[config.mk]
export PLATFORM = sky130hd
export DESIGN_NAME = postfix_stack_calculator_core
export DESIGN_NICKNAME = d
export VERILOG_FILES = /design/src/design/pscalc_pkg.sv /design/src/design/postfix_stack_calculator_core.sv /design/src/design/pscalc_stack.sv /design/src/design/pscalc_alu.sv
export SDC_FILE = /design/constraint.sdc
export NUM_CORES = 2
export LEC_CHECK = 0
export BUFFER_PORTS_ARGS = -buffer_cell sky130_fd_sc_hd__buf_2
export CELL_PAD_IN_SITES_DETAIL_PLACEMENT = 1
export CELL_PAD_IN_SITES_GLOBAL_PLACEMENT = 1
export CORE_MARGIN = 2
export CORE_UTILIZATION = 55
export DETAILED_ROUTE_END_ITERATION = 8
export MAX_ROUTING_LAYER = met4
export PLACE_DENSITY_LB_ADDON = 0.1
export SLEW_MARGIN = 10
export SYNTH_ARGS = -nofsm -noshare
export SYNTH_HDL_FRONTEND = slang
export SYNTH_SLANG_ARGS = --single-unit
export TNS_END_PERCENT = 30
[constraint.sdc]
create_clock -name clk -period 9.4 [get_ports clk]
set_input_delay 1.88 -clock clk [delete_from_list [all_inputs] [get_ports clk]]
set_output_delay 1.88 -clock clk [all_outputs]
set_load 0.005 [all_outputs]
[src/design/pscalc_pkg.sv]
// Shared constants, codes and types for the postfix stack calculator.
package pscalc_pkg;

    localparam int DATA_W              = 32;
    localparam int CMD_W               = 3;
    localparam int STATUS_W            = 3;
    localparam int DEPTH_W             = 7;
    localparam int DEFAULT_STACK_DEPTH = 64;

    // Value returned in place of a missing stack entry.
    localparam logic [DATA_W-1:0] EMPTY_VALUE = 32'hFFFF_FF80;

    localparam logic [CMD_W-1:0] CMD_PUSH = 3'd0;
    localparam logic [CMD_W-1:0] CMD_ADD  = 3'd1;
    localparam logic [CMD_W-1:0] CMD_SUB  = 3'd2;
    localparam logic [CMD_W-1:0] CMD_MUL  = 3'd3;
    localparam logic [CMD_W-1:0] CMD_DIV  = 3'd4;
    localparam logic [CMD_W-1:0] CMD_POP  = 3'd5;

    localparam logic [STATUS_W-1:0] ST_OK      = 3'd0;
    localparam logic [STATUS_W-1:0] ST_UNDER   = 3'd1;
    localparam logic [STATUS_W-1:0] ST_DIVZERO = 3'd2;
    localparam logic [STATUS_W-1:0] ST_OVER    = 3'd3;
    localparam logic [STATUS_W-1:0] ST_HALTED  = 3'd4;

    localparam logic [1:0] ALU_ADD = 2'd0;
    localparam logic [1:0] ALU_SUB = 2'd1;
    localparam logic [1:0] ALU_MUL = 2'd2;
    localparam logic [1:0] ALU_DIV = 2'd3;

    typedef struct packed {
        logic       start;
        logic [1:0] op;
    } alu_req_t;

endpackage

[src/design/postfix_stack_calculator_core.sv]
// Top level of the postfix stack calculator: token sequencer, stack and shared unit.
// A push or ignored token goes from decode to the done state; a pop adds a stack read
// state, and add, subtract, multiply and floor divide add operand fetch, execute and a
// wait on the unit (32 divider steps plus a sign fix-up for a divide). A new transaction
// is taken once the previous one has reached the result register; the divider is the slowest.
// Reset (rst_n, asynchronous, active low) empties the stack and clears the halt flag;
// stack entries are not cleared and need no pass after reset.
module postfix_stack_calculator_core #(
    parameter int STACK_DEPTH = pscalc_pkg::DEFAULT_STACK_DEPTH
) (
    input  logic                                   clk,
    input  logic                                   rst_n,
    input  logic                                   item_valid,
    output logic                                   item_ready,
    input  logic [pscalc_pkg::CMD_W-1:0]           command,
    input  logic signed [pscalc_pkg::DATA_W-1:0]   operand,
    output logic                                   result_valid,
    input  logic                                   result_ready,
    output logic [pscalc_pkg::STATUS_W-1:0]        status,
    output logic signed [pscalc_pkg::DATA_W-1:0]   value,
    output logic [pscalc_pkg::DEPTH_W-1:0]         depth
);
    import pscalc_pkg::*;

    localparam int ADDR_W = $clog2(STACK_DEPTH);
    localparam int SP_W   = $clog2(STACK_DEPTH + 1);
    localparam logic [SP_W-1:0] SP_FULL = SP_W'(STACK_DEPTH);

    // Sequencer states
    localparam logic [2:0] S_IDLE   = 3'd0;
    localparam logic [2:0] S_DECODE = 3'd1;
    localparam logic [2:0] S_TAKE_L = 3'd2;
    localparam logic [2:0] S_EXEC   = 3'd3;
    localparam logic [2:0] S_WAIT   = 3'd4;
    localparam logic [2:0] S_POPRD  = 3'd5;
    localparam logic [2:0] S_DONE   = 3'd6;

    // Control state
    logic [2:0]          state_reg, state_next;
    logic [SP_W-1:0]     sp_reg, sp_next;
    logic                halted_reg, halted_next;
    logic                under_reg, under_next;
    logic                rpend_reg, rpend_next;
    logic                lpend_reg, lpend_next;
    logic                res_valid_reg, res_valid_next;

    // Working and result payload
    logic [CMD_W-1:0]    cmd_reg, cmd_next;
    logic [DATA_W-1:0]   opnd_reg, opnd_next;
    logic [DATA_W-1:0]   right_reg, right_next;
    logic [STATUS_W-1:0] stat_reg, stat_next;
    logic [DATA_W-1:0]   val_reg, val_next;
    logic [STATUS_W-1:0] res_status_reg, res_status_next;
    logic [DATA_W-1:0]   res_value_reg, res_value_next;
    logic [DEPTH_W-1:0]  res_depth_reg, res_depth_next;

    // Stack and unit connections
    logic                wr_en;
    logic [DATA_W-1:0]   wr_data;
    logic                rd_en;
    logic [DATA_W-1:0]   rd_data;
    logic [SP_W-1:0]     sp_dec;
    alu_req_t            alu_req;
    logic [DATA_W-1:0]   alu_a;
    logic                alu_done;
    logic [DATA_W-1:0]   alu_result;
    logic                res_free;

    assign sp_dec   = sp_reg - 1'b1;
    assign res_free = !res_valid_reg || result_ready;
    assign item_ready = (state_reg == S_IDLE);
    // Left operand comes straight from the stack read, or the empty marker.
    assign alu_a = lpend_reg ? rd_data : EMPTY_VALUE;

    pscalc_stack #(
        .STACK_DEPTH (STACK_DEPTH)
    ) u_stack (
        .clk     (clk),
        .wr_en   (wr_en),
        .wr_addr (sp_reg[ADDR_W-1:0]),
        .wr_data (wr_data),
        .rd_en   (rd_en),
        .rd_addr (sp_dec[ADDR_W-1:0]),
        .rd_data (rd_data)
    );

    pscalc_alu u_alu (
        .clk    (clk),
        .rst_n  (rst_n),
        .req    (alu_req),
        .a      (alu_a),
        .b      (right_reg),
        .done   (alu_done),
        .result (alu_result)
    );

    always_comb
    begin
        state_next      = state_reg;
        sp_next         = sp_reg;
        halted_next     = halted_reg;
        under_next      = under_reg;
        rpend_next      = rpend_reg;
        lpend_next      = lpend_reg;
        cmd_next        = cmd_reg;
        opnd_next       = opnd_reg;
        right_next      = right_reg;
        stat_next       = stat_reg;
        val_next        = val_reg;
        res_status_next = res_status_reg;
        res_value_next  = res_value_reg;
        res_depth_next  = res_depth_reg;
        // Drop the held result once the consumer takes it.
        res_valid_next  = res_valid_reg && !result_ready;

        wr_en         = 1'b0;
        wr_data       = opnd_reg;
        rd_en         = 1'b0;
        alu_req.start = 1'b0;
        alu_req.op    = 2'(cmd_reg - CMD_ADD);

        case (state_reg)
            S_IDLE:
            begin
                if (item_valid)
                begin
                    cmd_next   = command;
                    opnd_next  = operand;
                    under_next = 1'b0;
                    state_next = S_DECODE;
                end
            end

            S_DECODE:
            begin
                stat_next  = ST_OK;
                val_next   = '0;
                state_next = S_DONE;
                if (halted_reg)
                begin
                    stat_next = ST_HALTED;
                end
                else
                begin
                    case (cmd_reg)
                        CMD_PUSH:
                        begin
                            val_next = opnd_reg;
                            if (sp_reg < SP_FULL)
                            begin
                                wr_en   = 1'b1;
                                sp_next = sp_reg + 1'b1;
                            end
                            else
                            begin
                                stat_next = ST_OVER;
                            end
                        end
                        CMD_ADD, CMD_SUB, CMD_MUL, CMD_DIV:
                        begin
                            // Take the right operand from the top.
                            state_next = S_TAKE_L;
                            if (sp_reg != '0)
                            begin
                                rd_en      = 1'b1;
                                sp_next    = sp_dec;
                                rpend_next = 1'b1;
                            end
                            else
                            begin
                                rpend_next = 1'b0;
                                under_next = 1'b1;
                            end
                        end
                        CMD_POP:
                        begin
                            if (sp_reg != '0)
                            begin
                                rd_en      = 1'b1;
                                sp_next    = sp_dec;
                                state_next = S_POPRD;
                            end
                            else
                            begin
                                stat_next = ST_UNDER;
                                val_next  = EMPTY_VALUE;
                            end
                        end
                        default:
                        begin
                            // Unused codes: ignore the token.
                            stat_next = ST_OK;
                        end
                    endcase
                end
            end

            S_TAKE_L:
            begin
                right_next = rpend_reg ? rd_data : EMPTY_VALUE;
                if (sp_reg != '0)
                begin
                    rd_en      = 1'b1;
                    sp_next    = sp_dec;
                    lpend_next = 1'b1;
                end
                else
                begin
                    lpend_next = 1'b0;
                    under_next = 1'b1;
                end
                state_next = S_EXEC;
            end

            S_EXEC:
            begin
                if ((cmd_reg == CMD_DIV) && (right_reg == '0))
                begin
                    // Both operands stay popped; halt until reset.
                    halted_next = 1'b1;
                    stat_next   = ST_DIVZERO;
                    val_next    = '0;
                    state_next  = S_DONE;
                end
                else
                begin
                    alu_req.start = 1'b1;
                    state_next    = S_WAIT;
                end
            end

            S_WAIT:
            begin
                if (alu_done)
                begin
                    val_next  = alu_result;
                    stat_next = under_reg ? ST_UNDER : ST_OK;
                    wr_data   = alu_result;
                    if (sp_reg < SP_FULL)
                    begin
                        wr_en   = 1'b1;
                        sp_next = sp_reg + 1'b1;
                    end
                    state_next = S_DONE;
                end
            end

            S_POPRD:
            begin
                val_next   = rd_data;
                stat_next  = ST_OK;
                state_next = S_DONE;
            end

            S_DONE:
            begin
                // Hold until the result register is free.
                if (res_free)
                begin
                    res_valid_next  = 1'b1;
                    res_status_next = stat_reg;
                    res_value_next  = val_reg;
                    res_depth_next  = DEPTH_W'(sp_reg);
                    state_next      = S_IDLE;
                end
            end

            default:
            begin
                state_next = S_IDLE;
            end
        endcase
    end

    always_ff @(posedge clk or negedge rst_n)
    begin
        if (!rst_n)
        begin
            state_reg     <= S_IDLE;
            sp_reg        <= '0;
            halted_reg    <= 1'b0;
            under_reg     <= 1'b0;
            rpend_reg     <= 1'b0;
            lpend_reg     <= 1'b0;
            res_valid_reg <= 1'b0;
        end
        else
        begin
            state_reg     <= state_next;
            sp_reg        <= sp_next;
            halted_reg    <= halted_next;
            under_reg     <= under_next;
            rpend_reg     <= rpend_next;
            lpend_reg     <= lpend_next;
            res_valid_reg <= res_valid_next;
        end
    end

    always_ff @(posedge clk)
    begin
        cmd_reg        <= cmd_next;
        opnd_reg       <= opnd_next;
        right_reg      <= right_next;
        stat_reg       <= stat_next;
        val_reg        <= val_next;
        res_status_reg <= res_status_next;
        res_value_reg  <= res_value_next;
        res_depth_reg  <= res_depth_next;
    end

    assign result_valid = res_valid_reg;
    assign status       = res_status_reg;
    assign value        = res_value_reg;
    assign depth        = res_depth_reg;

endmodule

[src/design/pscalc_stack.sv]
// Operand stack storage: one write port and one registered read port.
module pscalc_stack #(
    parameter int STACK_DEPTH = pscalc_pkg::DEFAULT_STACK_DEPTH
) (
    input  logic                              clk,
    input  logic                              wr_en,
    input  logic [$clog2(STACK_DEPTH)-1:0]    wr_addr,
    input  logic [pscalc_pkg::DATA_W-1:0]     wr_data,
    input  logic                              rd_en,
    input  logic [$clog2(STACK_DEPTH)-1:0]    rd_addr,
    output logic [pscalc_pkg::DATA_W-1:0]     rd_data
);
    import pscalc_pkg::*;

    logic [DATA_W-1:0] mem_reg [STACK_DEPTH];
    logic [DATA_W-1:0] rd_data_reg;

    always_ff @(posedge clk)
    begin
        if (wr_en)
        begin
            mem_reg[wr_addr] <= wr_data;
        end
        if (rd_en)
        begin
            rd_data_reg <= mem_reg[rd_addr];
        end
    end

    assign rd_data = rd_data_reg;

endmodule

[src/design/pscalc_alu.sv]
// Shared arithmetic unit: add, subtract, multiply registered from the request; iterative floor divide.
module pscalc_alu (
    input  logic                          clk,
    input  logic                          rst_n,
    input  pscalc_pkg::alu_req_t          req,
    input  logic [pscalc_pkg::DATA_W-1:0] a,
    input  logic [pscalc_pkg::DATA_W-1:0] b,
    output logic                          done,
    output logic [pscalc_pkg::DATA_W-1:0] result
);
    import pscalc_pkg::*;

    logic              busy_reg, busy_next;
    logic              fix_reg, fix_next;
    logic              done_reg, done_next;
    logic [4:0]        cnt_reg, cnt_next;
    logic [DATA_W-1:0] rem_reg, rem_next;
    logic [DATA_W-1:0] dvd_reg, dvd_next;
    logic [DATA_W-1:0] dvs_reg, dvs_next;
    logic              neg_reg, neg_next;
    logic [DATA_W-1:0] result_reg, result_next;

    logic [DATA_W:0]   trial;
    logic [DATA_W-1:0] q_trunc;
    logic [DATA_W-1:0] product;

    assign product = a * b;
    assign trial   = {rem_reg, dvd_reg[DATA_W-1]} - {1'b0, dvs_reg};
    assign q_trunc = neg_reg ? (~dvd_reg + 1'b1) : dvd_reg;

    always_comb
    begin
        busy_next   = busy_reg;
        fix_next    = 1'b0;
        done_next   = 1'b0;
        cnt_next    = cnt_reg;
        rem_next    = rem_reg;
        dvd_next    = dvd_reg;
        dvs_next    = dvs_reg;
        neg_next    = neg_reg;
        result_next = result_reg;

        if (req.start)
        begin
            case (req.op)
                ALU_ADD:
                begin
                    result_next = a + b;
                    done_next   = 1'b1;
                end
                ALU_SUB:
                begin
                    result_next = a - b;
                    done_next   = 1'b1;
                end
                ALU_MUL:
                begin
                    result_next = product;
                    done_next   = 1'b1;
                end
                default:
                begin
                    // Divide magnitudes; signs are applied in the fix-up cycle.
                    busy_next = 1'b1;
                    cnt_next  = 5'd31;
                    rem_next  = '0;
                    dvd_next  = a[DATA_W-1] ? (~a + 1'b1) : a;
                    dvs_next  = b[DATA_W-1] ? (~b + 1'b1) : b;
                    neg_next  = a[DATA_W-1] ^ b[DATA_W-1];
                end
            endcase
        end
        else if (busy_reg)
        begin
            if (!trial[DATA_W])
            begin
                rem_next = trial[DATA_W-1:0];
            end
            else
            begin
                rem_next = {rem_reg[DATA_W-2:0], dvd_reg[DATA_W-1]};
            end
            dvd_next = {dvd_reg[DATA_W-2:0], ~trial[DATA_W]};
            cnt_next = cnt_reg - 5'd1;
            if (cnt_reg == 5'd0)
            begin
                busy_next = 1'b0;
                fix_next  = 1'b1;
            end
        end
        else if (fix_reg)
        begin
            // Round toward minus infinity when inexact and signs differ.
            result_next = (neg_reg && (rem_reg != '0)) ? (q_trunc - 1'b1) : q_trunc;
            done_next   = 1'b1;
        end
    end

    always_ff @(posedge clk or negedge rst_n)
    begin
        if (!rst_n)
        begin
            busy_reg <= 1'b0;
            fix_reg  <= 1'b0;
            done_reg <= 1'b0;
            cnt_reg  <= '0;
        end
        else
        begin
            busy_reg <= busy_next;
            fix_reg  <= fix_next;
            done_reg <= done_next;
            cnt_reg  <= cnt_next;
        end
    end

    always_ff @(posedge clk)
    begin
        rem_reg    <= rem_next;
        dvd_reg    <= dvd_next;
        dvs_reg    <= dvs_next;
        neg_reg    <= neg_next;
        result_reg <= result_next;
    end

    assign done   = done_reg;
    assign result = result_reg;

endmodule

======== Yosys cells after proc, flatten, opt, wreduce, memory -nomap -nowiden ========
Memories as Yosys holds them, arrays and structs flattened. A register that Yosys moved wholly into a read port is not among the register bits.
Index checks and enable logic that the tools add are counted.
word-level totals
  bits in registers ....................... 296
  memories ................................ 1
  RAM bits ................................ 2,048
  output and inout bits ................... 44
  input port bits ......................... 39
operators by class
  bitwise gates (word level) .............. 7
  multipliers ............................. 1
  mux-type cells .......................... 80
  equality and inequality tests ........... 23
  reductions and logical operators ........ 32
  add/sub/neg operators ................... 11
  order comparisons ....................... 1
memories
  memory           words  bits a word  read ports  clocked after memory_dff  write ports  line                source
  u_stack.mem_reg  64     32           1           1                         1            pscalc_stack.sv:15  logic [DATA_W-1:0] mem_reg [STACK_DEPTH];
operator list
  kind                     number
  $mux W32                 20
  $pmux W32 S4             1
  $add A32 B1 Y32 const B  3
  $not A32 Y32             3
  $pmux W32 S3             1
  $pmux W32 S2             1
  $sub A33 B32 Y33         1
  $add A32 B32 Y32         1
  $logic_not A32 Y1        1
  $mul A32 B32 Y32         1
  $reduce_bool A32 Y1      1
  $sub A32 B1 Y32 const B  1
  $sub A32 B32 Y32         1
  $mux W31                 1
  $mux W1                  30
  $mux W7                  4
  $mux W3                  7
  $pmux W3 S7              1
  $pmux W7 S3              1
  $eq A3 B3 Y1 const B     5
  $mux W5                  3
  $pmux W7 S2              1
  $eq A3 B2 Y1 const B     4
  $ne A2 B2 Y1 const B     6
  35 further kinds         56

======== Longest topological paths before layout ========
  depth in word-level cells ............... 8
  mapped depth ............................ 31
  depth with buffers taken out ............ 27

======== Hierarchy ========
A second synthesis with hierarchy kept.
second synthesis, totals
  cells, all modules ...................... 7,158
  area, all modules ....................... 114,322.1 µm²
by module, submodules not included
  module                         cells an instance  area each (µm²)  times used
  pscalc_stack                   3,511              79,359.9         1
  pscalc_alu                     3,149              27,943.0         1
  postfix_stack_calculator_core  498                7,019.2          1

======== Worst setup path before layout ========
Ideal clock, no wire load.
  path type ............................... register -> register
  from .................................... register lpend_reg
  to ...................................... register u_alu.result_reg[31], in the netlist u_alu.result[31], data pin
  data arrival time ....................... 7.548 ns
  library setup time ...................... 0.276 ns
  clock period less this slack ............ 7.823 ns
  path buffers ............................ 5
  slack ................................... 1.577 ns
  data required time ...................... 9.124 ns
  stages on the path, launching flop included .. 32
  path through ............................ dfrtp_1 clkbuf_1 clkbuf_1 clkbuf_1 clkbuf_1 clkbuf_1 and3_1 fa_1 inv_1 fa_1 inv_1 fa_1 inv_1 fa_1 inv_1 fa_1 inv_1 fa_1 inv_1 fa_1 fa_1 ha_1 a21o_1 a211o_1 a21oi_1 nand4b_1 a31o_2 a21oi_1 o21ai_0 xnor2_1 nand2_1 a22oi_1
between the ends
  word-level cells in the longest chain between the ends .. 4
  elaborated cells between the ends (all ways) .. 6
  classes of those cells .................. add/sub (2); mul (1); mux (3)
RTL lines
  item                                      line                                  source
  start, declared                           postfix_stack_calculator_core.sv:44   logic lpend_reg, lpend_next;
  start signal, assigned                    postfix_stack_calculator_core.sv:294  lpend_reg <= lpend_next;
  $mux W32 *                                postfix_stack_calculator_core.sv:73   assign alu_a = lpend_reg ? rd_data : EMPTY_VALUE;
  $mul A32 B32 Y32 (tied with other cells)  pscalc_alu.sv:27                      assign product = a * b;
  $pmux W32 S3 *                            pscalc_alu.sv:45                      case (req.op)
  $mux W32 *                                pscalc_alu.sv:43                      if (req.start)
  named net u_alu.result_next[31]           pscalc_alu.sv:21                      logic [DATA_W-1:0] result_reg, result_next;
  end signal, assigned                      pscalc_alu.sv:123                     result_reg <= result_next;
  end, declared                             pscalc_alu.sv:21
Mark *: on every way through the listed nets, which the timed path passes. The rest lies on a longest branch.
A chain may end at the register's enable or synchronous reset.

======== Final worst setup path ========
  from .................................... register lpend_reg
  to ...................................... register u_alu.result_reg[24], in the netlist u_alu.result[24], data pin
The elaborated chain is that of the path after synthesis.

==> flow_metrics.tcl <==
set metrics [dict create \
    top_usage_layer "met2" \
    grt_pass1_wl_mm 487 \
    numCtsBuffers 234 \
    arrival_ns 9.47 \
    synth_area_leaders "edfxtp_1 62%, mux4_2 13%, fa_1 7.2%" \
    clk_latency_ns 0.89 \
    initial_core_util_pct 55.4 \
    critPathLaunchType "register" \
    root_buffer "clkbuf_16" \
    synth_edf_count 2353 \
    yosys_most_used_dff "edfxtp_1" \
    clock-sinks 2376 \
    hold_path.class "register to register" \
    finalClockSkew_ns 0.0693 \
    critPathMaxFanout 85 \
    ctsResizeCount 0 \
    setup_ws_ns 0.612 \
    crit_type "register to register" \
    drt_pass1_iterations 7 \
    synthArstFlopShare_pct 0.968 \
    status "complete, no violations" \
    synth_cells 6765 \
    synth_area_sq_um 114000 \
    core_sq_um 205000 \
    rsz0062_at_grt "no" \
    gr-usage-met2_pct 55.5 \
    fp.dieH_um 459 \
    finalCriticalPeriod_ns 8.79 \
    use_met3_pct 4.22 \
    endpoint_kind "register" \
    maxSlewHeadroom_pct 10.6 \
    cts.path.max_buffers 3 \
    gp_congestion 0.950 \
    drc 0 \
    yosysSeqAreaShare_pct 62.6 \
    postCtsSetupBuffers 0 \
    die_area_sq_um 210000 \
    largest_register_ff_count 2048 \
    grt_max_degree 151 \
    synth_seq_cells 2376 \
    drtAntennaViolNets 0 \
    drv_slew 0 \
    row_count 166 \
    finalSetupViolCount 0 \
    place_ws_ns 0.874 \
    max_slew.worst_pin.slew_ns 1.34 \
    synth_top_area_share_pct 62.1 \
    drive_gt1_share_pct 20.4 \
    htreeDepth 4 \
    clock.fmax_ghz 0.114 \
    portBuffers 82 \
    tns_ns 0 \
    wl_per_cell_um 34.3 \
    final_core_util_pct 61.5 \
    grt_util_met1_pct 42.1 \
    fillers 18000 \
    via_per_inst 6.50 \
    hpwl_mm 217 \
    cts_tree "done" \
    grt_pass1_vias 68500 \
    cap_violations 0 \
    cts_hold_buf 0 \
    ys_warn_count 0 \
    synth_nets 7408 \
    synthDistinctLibCells 84 \
    areaGrowthSynthToFinish_pct 10.9 \
    syn_area_per_cell_sq_um 16.8 \
    nets 7535 \
    io_pins 83 \
    first_iter_violations 6571 \
    synth_top_cell_by_area "edfxtp_1" \
    drt-total-wl_mm 336 \
    antenna_found_initial 22 \
    cp_data_required_time_ns 10.08 \
    die_w_um 459 \
    gr-total-overflow 0 \
    fin_crit_sh_pct 93.5 \
    vias 63700 \
    grt.total_usage_pct 33.5 \
    cts.reportedPaths.clkPinSlew_ns 0.06 \
    hold_viol 0 \
]
final timing paths:
check                       startpoint               end  slack (ns)  cells past startpoint
setup / recovery             lpend_reg  u_alu.result[24]        0.61                     26
hold / removal             val_reg[14]         value[14]        0.41                      0
setup reg to reg             lpend_reg  u_alu.result[24]        0.61                     26
hold reg to reg            val_reg[14]         value[14]        0.41                      0
max in group asynchronous        rst_n         lpend_reg        7.58                      1
min in group asynchronous        rst_n         sp_reg[0]        1.14                      1
layout make-up:
cell class                 instances  area (sq um)  share of cell area, %
sequential                      2376         71200                   56.5
clock inverter                   154          1580                   1.25
tap                             2688          3360                   2.67
clock buffer                     284          6140                   4.86
antenna                           13          32.5                 0.0258
multi-input combinational       3535         40000                   31.7
timing repair buffer             290          2110                   1.67
inverter                         455          1710                   1.35
cells in the mapped netlist, drive strengths merged (10+ instances only):
| cell | count |
|---|---|
| nand2 | 438 |
| a222oi | 32 |
| nand3 | 61 |
| edfxtp | 2353 |
| nand4 | 23 |
| mux2i | 11 |
| xor2 | 96 |
| or4 | 10 |
| o211ai | 18 |
| ha | 194 |
| o21ai | 146 |
| dfrtp | 23 |
| o31ai | 26 |
| o21bai | 17 |
| o21a | 21 |
| a31oi | 18 |
| or3 | 34 |
| nor2 | 207 |
| fa | 410 |
| mux4 | 670 |
| mux2 | 34 |
| a21o | 32 |
| or2 | 14 |
| and2 | 193 |
| clkbuf | 345 |
| xnor2 | 178 |
| o41ai | 13 |
| nor2b | 16 |
| a21oi | 150 |
| a211oi | 38 |
| nor3 | 69 |
| and3 | 157 |
| inv | 454 |
| buf | 54 |
| nand2b | 81 |
| nor4 | 24 |
critical path: stages, from the launching register on:
cell and delay (ns):
dfrtp_4 0.60, buf_12 0.34, and2_1 0.80, nand2_1 0.25, fa_1 0.44, inv_1 0.08
fa_1 0.44, fa_1 0.52, inv_1 0.05, fa_1 0.48, inv_1 0.05, ha_1 0.27
ha_1 0.31, fa_1 0.48, fa_1 0.41, ha_1 0.41, o211ai_1 0.41, a211oi_1 0.16
o41ai_1 0.42, o21ai_0 0.14, a31oi_1 0.17, buf_4 0.17, o21bai_1 0.09, xnor2_1 0.15
nor2_1 0.45, a21oi_1 0.16, o21ai_0 0.26
per-stage QoR:
step	instances	hold WS, ns	instance area [sq um]
detailed placement	9344	0.406	118000
global placement	9344	0.404	118000
finish	9795	0.415	126000
global route	9790	0.431	126000
CTS	9782	0.415	126000
floorplan	6765	0.400	114000
routing by layer:
metal	vias to the layer above	wire length, um
met3	690	21400
met1	34200	128000
met2	2697	172000
li1	26100	-
met4	0	15500
met5	-	0
cell usage in the layout (no fill, tap or decap), types with 26 or more instances in the layout:
master	n
nand2_1	437
o31ai_1	26
nand2b_1	81
xnor2_1	176
nor2_1	142
and3_1	154
nor3_1	68
and2_1	190
inv_1	453
clkinv_2	45
nor2_4	64
clkinv_1	59
ha_1	193
buf_4	197
or3_1	34
nand3_1	60
clkbuf_16	237
clkbuf_1	44
mux4_2	670
buf_2	82
fa_1	410
a211oi_1	38
a21oi_1	149
edfxtp_1	2353
a21o_1	32
a222oi_1	32
xor2_1	94
o21ai_0	138
logic make-up after synthesis:
group / share of synthesized area [%]
simple gates: 6.00
fa+ha+maj: 9.35
compound gates: 3.38
flops: 62.6
xor+xnor: 2.13
mux: 13.7
buf+inv: 2.83
Power is not shown: default switching activity piles up to over one toggle a cycle in this logic, so the estimate is an artifact.
